--- src/hdl/hfd_pkg.sv ---
// hfd_pkg: shared types and constants for the huffman tree bit decoder
`timescale 1ns / 1ps
`default_nettype none
package hfd_pkg;

    // tree size
    localparam int MAX_SYMBOLS = 256;
    localparam int NODE_SLOTS  = 2 * MAX_SYMBOLS - 1;
    localparam int IDX_W       = $clog2(NODE_SLOTS + 1);
    localparam int SYM_W       = 8;

    // item operation codes
    localparam logic OP_WRITE  = 1'b0;
    localparam logic OP_DECODE = 1'b1;

    // code bit meaning
    localparam logic BIT_LEFT  = 1'b0;

    // one node of the tree table
    typedef struct packed {
        logic [IDX_W-1:0] left;
        logic [IDX_W-1:0] right;
        logic             leaf;
        logic [SYM_W-1:0] sym;
    } node_t;

    // one input beat as held in the input register
    typedef struct packed {
        logic             op;
        logic [IDX_W-1:0] node_index;
        logic [IDX_W-1:0] left_child;
        logic [IDX_W-1:0] right_child;
        logic             is_leaf;
        logic [SYM_W-1:0] leaf_symbol;
        logic             code_bit;
    } item_t;

endpackage
`default_nettype wire

--- src/hdl/hfd_in_stage.sv ---
// hfd_in_stage: input register that holds one beat until the walker takes it
`timescale 1ns / 1ps
`default_nettype none
module hfd_in_stage (
    input  wire logic                        clk,
    input  wire logic                        rst_n,
    input  wire logic                        in_valid,
    output logic                             in_stall,
    input  wire logic                        op,
    input  wire logic [hfd_pkg::IDX_W-1:0]   node_index,
    input  wire logic [hfd_pkg::IDX_W-1:0]   left_child,
    input  wire logic [hfd_pkg::IDX_W-1:0]   right_child,
    input  wire logic                        is_leaf,
    input  wire logic [hfd_pkg::SYM_W-1:0]   leaf_symbol,
    input  wire logic                        code_bit,
    input  wire logic                        take,
    output logic                             item_valid,
    output hfd_pkg::item_t                   item
);

    logic           valid_reg;
    logic           valid_next;
    hfd_pkg::item_t item_reg;
    logic           accept;

    // stall while a held beat is not being taken this cycle
    assign in_stall = valid_reg && !take;
    assign accept   = in_valid && !in_stall;

    always_comb
    begin
        valid_next = valid_reg;
        if (accept)
        begin
            valid_next = 1'b1;
        end
        else if (take)
        begin
            valid_next = 1'b0;
        end
    end

    // control state
    always_ff @(posedge clk or negedge rst_n)
    begin
        if (!rst_n)
        begin
            valid_reg <= 1'b0;
        end
        else
        begin
            valid_reg <= valid_next;
        end
    end

    // payload capture
    always_ff @(posedge clk)
    begin
        if (accept)
        begin
            item_reg.op          <= op;
            item_reg.node_index  <= node_index;
            item_reg.left_child  <= left_child;
            item_reg.right_child <= right_child;
            item_reg.is_leaf     <= is_leaf;
            item_reg.leaf_symbol <= leaf_symbol;
            item_reg.code_bit    <= code_bit;
        end
    end

    assign item_valid = valid_reg;
    assign item       = item_reg;

endmodule
`default_nettype wire

--- config.mk ---
export PLATFORM = sky130hd
export DESIGN_NAME = hfd_in_stage
export DESIGN_NICKNAME = d
export VERILOG_FILES = /design/src/hdl/hfd_pkg.sv /design/src/hdl/hfd_in_stage.sv
export SDC_FILE = /design/constraint.sdc
export NUM_CORES = 1
export LEC_CHECK = 0
export BUFFER_PORTS_ARGS = -buffer_cell sky130_fd_sc_hd__clkbuf_2
export CAP_MARGIN = 10
export CELL_PAD_IN_SITES_DETAIL_PLACEMENT = 0
export CELL_PAD_IN_SITES_GLOBAL_PLACEMENT = 1
export CORE_ASPECT_RATIO = 1.1
export CORE_MARGIN = 5
export CORE_UTILIZATION = 28
export CTS_CLUSTER_SIZE = 24
export DETAILED_ROUTE_END_ITERATION = 6
export GPL_TIMING_DRIVEN = 0
export PLACE_DENSITY = 0.77
export SETUP_SLACK_MARGIN = 0.15
export SYNTH_ARGS = -nofsm -noshare
export SYNTH_HDL_FRONTEND = slang
export SYNTH_SLANG_ARGS = --single-unit
--- constraint.sdc ---
create_clock -name clk -period 1.2 [get_ports clk]
set_input_delay 0.12 -clock clk [delete_from_list [all_inputs] [get_ports clk]]
set_output_delay 0.12 -clock clk [all_outputs]
set_load 0.05 [all_outputs]
==> summary.md, run 1 <==
| Metric | Value |
|---|---|
| Max-slew violations | `0` |
| Initial core utilization | `0.284` |
| Worst slew pin tran | `roughly 290 ps` |
| Router iterations before antenna repair | `3` |
| Fillers | `380` |
| Worst-case hold slack | `14.2 ps` |
| Routed Antenna Nets | `0` |
| Crit. Startpoint | `item_valid` |
| Post-Route WL | `slightly below 3000 um` |
| Final setup viols | `0` |
| Reg-to-reg endpoint | `item[10]` |
| Pwr dens | `about 1500 nW/um^2` |
| Grt peak-use layer | `met2` |
| CTS clock-pin slew for the worst setup and hold paths | `70 ps` |
| CP max-delay cell | `dfrtp_2` |
| Num CTS Buffers | `5` |
| Peak supply drop | `about 640 uV` |
| CTS HTree Levels | `2` |
| Syn_area_per_cell | `27.9 sq um` |
| Max reg flops | `38` |
| Type of origin of the critical path | `flop` |
| Worst-Skew Late Latency | `~280 ps` |
| Fin crit share | `0.929` |
| Slew headroom | `0.808` |
| Layout cells sized above 1 | `0.606` |
| P_leak | `0.895 nW` |
| Vias | `about 840` |
| Gr usage total | `0.105` |
| Fmax | `~900 MHz` |
| Nets | `~200` |
| DP Area | `between 1500 and 2000 sq um` |
| Tmin final | `between 1000 and 1500 ps` |
| 1st-iter DRT viols | `between 40 and 50` |
| Grt met2 use | `0.189` |
| Initial antenna violation count | `0` |
| Fin cells | `214` |
| M1 GR Usage | `0.101` |
| RR Startpoint | `item_valid` |
| Die width | `between 70 and 80 um` |
| Final hold vios | `0` |
| Final setup skew | `5.77 ps` |
| I/O Buffers | `a little over 80` |
| Syn Nets | `85` |
| GRT met3 Usage | `0.0538` |
| RSZ-0062 raised after global routing | `yes` |
| Core Util, Final | `0.486` |
| DR WL/cell | `~14 um` |
| R2R Setup Slk | `around 100 ps` |
| Register Area | `between 1000 and 1500 sq um` |
| Crit path kind | `reg2out` |
| Req. time, crit path | `1080 ps` |
| P&R area growth vs syn | `71.3%` |
| CTS tree | `done` |
| YS warnings | `0` |
| Overall power | `between 2 and 3 mW` |
| Commonest non-fill, non-tap cell in the layout | `clkbuf_2` |
| Root buffer cell | `clkbuf_8` |
| WHS Path Cells | `1` |
| Multi-input logic area | `62.6 sq um` |
| Die H | `78.6 um` |
| Commonest cells after routing, fill and taps aside | `clkbuf_2 (54), edfxtp_1 (38), dlygate4sd3_1 (23), buf_2 (23), clkbuf_8 (6)` |
| Worst R2R Path Depth | `2` |
| Hold Path End | `item[21]` |
| Max Root-Sink Buffers | `2` |
| Design Area, Final | `2050 sq um` |
| # clock sinks | `39` |
| Post-Syn Area | `approximately 1200 sq um` |
| I/O pin count | `82` |
| Core box area | `approximately 4200 sq um` |
| Via density | `approximately 3.9` |
| Tightest Hold Check Type | `in2reg` |
| Synth Register Bits | `39` |
| First-pass GRT wire length | `4330 um` |
| Max-cap violation count | `0` |
| Vias in the first global route | `875` |
| Die area | `about 5700 sq um` |
| Antenna cell count | `0` |
| Slowest cell delay on critical path | `about 420 ps` |
| Crit path cell chain | `nand2b_4, inv_2, buf_8` |
| Status | `completed` |
| HP Start | `left_child[2]` |
| Aggregate global routing overflow | `0` |
| DRC Markers | `0` |
| Critical Path Fanout Max | `6` |
| Arr. time, crit path | `between 900 and 1000 ps` |
| Largest net degree at the start of global routing | `20` |
| Num rows | `25` |
| CP endpoint kind | `output pin` |
| Cells after Synth | `43` |
| Netlist cell types | `6` |
| Gp weighted congestion | `0.704` |
| DP Cell Count | `~180` |
| Seq/Total Area, Yosys | `0.973` |
==> synthesized netlist by cell type <==
master,count,area [sq um]
and2_4,1,8.76
dfrtp_1,1,25.0
edfxtp_1,38,1140
inv_1,1,3.75
nand2b_1,1,6.26
nand2b_4,1,13.8
==> area by class of cell <==
class | instances | area share
clock buffer | 7 | 0.0420
multi-input combinational | 7 | 0.0305
clock inverter | 1 | 0.00244
inverter | 1 | 0.00183
timing repair buffer | 105 | 0.322
tap | 54 | 0.0329
sequential | 39 | 0.569
==> routing by layer <==
| metal | vias up | part of all wire |
|---|---|---|
| li1 | 402 | - |
| met1 | 394 | 0.35 |
| met2 | 44 | 0.54 |
| met3 | 2 | 0.10 |
| met4 | 0 | 0.010 |
| met5 | - | 0 |
==> repair_timing <==
item	4_1_cts	5_1_grt
buffers inserted	0	1
endpoints found under the hold margin	10	13
setup endpoints to repair	41	64
cloned	2	2
resized for setup	6	29
hold buffers	10	13
==> metrics by stage <==
stage	setup WS, ps	TNS, ps
floorplan	-147	-5600
global placement	-96.4	-3640
detailed placement	-133	-5020
CTS	48.3	0
global route	27.5	0
finish	85.3	0
==> report_power, final <==
| group | internal [mW] | switching [mW] |
|---|---|---|
| Clock | 0.463 | 0.406 |
| Combinational | 0.171 | 0.357 |
| Sequential | 1.58 | 0.0182 |
| Total | 2.22 | 0.781 |
==> cells by family after synthesis <==
group,after synthesis,share of synthesized area
buffers and inverters,1,0.00313
DFF,39,0.973
and+or+nand+nor,3,0.0240
==> worst max-delay path by stage <==
stage                     endpoint  slack (ps)  depth (start not counted)
after CTS                 item[23]          50                          2
after global routing      in_stall          30                          3
after detailed placement  item[26]        -130                          2
after floorplan            item[0]        -150                          2
after global placement    item[27]        -100                          2
final                     in_stall          90                          3
==> worst max-delay path, delay by kind of cell (launching register included) <==
family,cells,cell delay (ps)
buffers and inverters,2,190
AND/OR/NAND/NOR,1,100
flip-flops,1,420
No activity file was read; power rests on OpenSTA's default activity.
==> run 2, diff against run 1 <==
--- a/config.mk
+++ b/config.mk
@@ -5,7 +5,7 @@
 export SDC_FILE = /design/constraint.sdc
 export NUM_CORES = 1
 export LEC_CHECK = 0
-export BUFFER_PORTS_ARGS = -buffer_cell sky130_fd_sc_hd__clkbuf_2
+export BUFFER_PORTS_ARGS = -buffer_cell sky130_fd_sc_hd__buf_2
 export CAP_MARGIN = 10
 export CELL_PAD_IN_SITES_DETAIL_PLACEMENT = 0
 export CELL_PAD_IN_SITES_GLOBAL_PLACEMENT = 1
==> summary.md, run 2 (synthesis results as in run 1) <==
| Metric | Value |
|---|---|
| Fin crit share | `0.936 (+0.00664)` |
| Nets | `193 (-4.0%)` |
| Final setup skew | `6.75 ps (+0.980 ps)` |
| Slew headroom | `0.824 (+0.0160)` |
| Worst R2R Path Depth | `2 (unchanged)` |
| DP HPWL | `about 2000 um` |
| RSZ-0062 raised after global routing | `yes` |
| Fin cells | `206 (-3.7%)` |
| Initial antenna violation count | `0 (unchanged)` |
| Largest net degree at the start of global routing | `13 (-35%)` |
| Via density | `3.94 (+0.18%)` |
| Post-Route WL | `2840 um (-2.0%)` |
| I/O Buffers | `81 (unchanged)` |
| Max-slew violations | `0 (unchanged)` |
| Vias in the first global route | `853 (-2.5%)` |
| Commonest non-fill, non-tap cell in the layout | `buf_2` |
| Gr usage total | `0.101 (-0.00319)` |
| Num rows | `25 (unchanged)` |
| Root buffer cell | `clkbuf_8` |
| Router iterations before antenna repair | `4 (+1)` |
| Vias | `812 (-3.6%)` |
| RR Startpoint | `item_valid` |
| P_leak | `0.859 nW (-4.0%)` |
| Tightest Hold Check Type | `in2reg` |
| Num CTS Buffers | `5 (unchanged)` |
| R2R Setup Slk | `90 ps (about the same)` |
| WHS Path Cells | `1 (unchanged)` |
| 1st-iter DRT viols | `48 (+12%)` |
| Crit path cell chain | `nand2b_4, inv_2, buf_6` |
| Arr. time, crit path | `1000 ps (about the same)` |
| P&R area growth vs syn | `66.4%` |
| # clock sinks | `39 (unchanged)` |
| Worst-Skew Late Latency | `280 ps (about the same)` |
| Commonest cells after routing, fill and taps aside | `buf_2 (79), edfxtp_1 (38), dlygate4sd3_1 (17)` |
| Type of origin of the critical path | `flop` |
| DR WL/cell | `13.8 um (+1.8%)` |
| CTS tree | `done` |
| DRC Markers | `0 (unchanged)` |
| Max-cap violation count | `0 (unchanged)` |
| Peak supply drop | `883 uV (+38%)` |
| Gp weighted congestion | `0.722 (+2.5%)` |
| Final setup viols | `0 (unchanged)` |
| Die width | `72.4 um (unchanged)` |
| Die area | `5690 sq um (unchanged)` |
| Core Util, Final | `0.472 (-0.0139)` |
| Hold Path End | `item[24]` |
| Max Root-Sink Buffers | `2 (unchanged)` |
| CTS clock-pin slew for the worst setup and hold paths | `80 ps (about the same)` |
| Aggregate global routing overflow | `0 (unchanged)` |
| HP Start | `left_child[5]` |
| I/O pin count | `82 (unchanged)` |
| Req. time, crit path | `1080 ps (about the same)` |
| Die H | `78.6 um (unchanged)` |
| Status | `completed` |
| Reg-to-reg endpoint | `item[29]` |
| Layout cells sized above 1 | `0.632 (+0.0253)` |
| CTS HTree Levels | `2 (unchanged)` |
| First-pass GRT wire length | `4250 um (-1.9%)` |
| Max reg flops | `38 (unchanged)` |
| Pwr dens | `1600 nW/um^2 (+9.8%)` |
| Worst slew pin tran | `266 ps (-23.4 ps)` |
| Crit path kind | `reg2out` |
| Core box area | `4220 sq um (unchanged)` |
| Final worst slack | `77.4 ps (-7.97 ps)` |
| Setup WS pre-CTS | `-127 ps (+5.83 ps)` |
| Initial core utilization | `0.284 (unchanged)` |
| Antenna cell count | `0 (unchanged)` |
| DP Cell Count | `178 (unchanged)` |
| Routed Antenna Nets | `0 (unchanged)` |
| Slowest cell delay on critical path | `420 ps (about the same)` |
| Critical Path Fanout Max | `6 (unchanged)` |
| Tmin final | `1120 ps (+7.97 ps)` |
| Fmax | `891 MHz (-0.71%)` |
| Fillers | `378 (-0.53%)` |
| CP endpoint kind | `output pin` |
| Final hold vios | `0 (unchanged)` |
| CP max-delay cell | `dfrtp_2` |
## run 2: changes by cell type in the layout (fill, tap and decap cells not counted), sizes merged
cell and change:
and2 -1, buf +54, bufinv +1, clkbuf -56, dlygate4sd3 -6
## run 2: how the worst max path moves through the flow
stage	startpoint	to	slack, ps	depth (start not counted)
2_1_floorplan	item_valid	item[0]	-150	2
3_3_place_gp	item_valid	item[27]	-90	2
3_5_place_dp	item_valid	item[26]	-130	2
4_1_cts	item_valid	in_stall	60	3
5_1_grt	item_valid	in_stall	20	3
6_report	item_valid	in_stall	80	3
## run 2: worst max-delay path: cells and delay by family, from the launching register on
family / cells / cell delay [ps]
flip-flops: 1 / 420
buffers and inverters: 2 / 180
AND/OR/NAND/NOR: 1 / 110
## run 2: per-layer routing
layer | GRT usage | wire, um
met5 | 0 | 0
met4 | 0.0277 | 27
met3 | 0.0538 | 303
met2 | 0.179 | 1500
met1 | 0.104 | 1010
## run 2: power breakdown
group | leakage (nW) | switching, mW | total (mW) | internal (mW)
combinational | 0.426 | 0.351 | 0.501 | 0.149
sequential | 0.372 | 0.0171 | 1.60 | 1.58
clock | 0.0612 | 0.426 | 1.10 | 0.672
## run 2: timing repair
| item | 4_1_cts | 5_1_grt |
|---|---|---|
| setup endpoints to repair | 40 | 40 |
| endpoints found under the hold margin | 8 | 9 |
| hold buffers | 8 | 9 |
| gates resized for setup | 5 | 1 |
| pin swaps | 2 | 0 |
| buffers inserted | 0 | 0 |
| cloned | 3 | 0 |
## run 2: per-stage QoR
step	cell area, sq um	TNS [ps]	hold slack (ps)	power [mW]
after floorplan	1200	-5600	-176	1.93
after global placement	1670	-3560	-105	2.06
after detailed placement	1670	-4800	-104	2.08
after CTS	1900	0	0.0716	3.21
after global routing	1990	0	0.912	3.32
final	1990	0	11.2	3.20
## run 2: area by class of cell
cell class	count	area [sq um]	share of cell area
sequential	39	1170	0.585
multi-input combinational	6	53.8	0.0270
inverter	1	3.75	0.00188
tap	54	67.6	0.0339
clock inverter	2	35.0	0.0176
clock buffer	6	82.6	0.0414
timing repair buffer	98	584	0.293
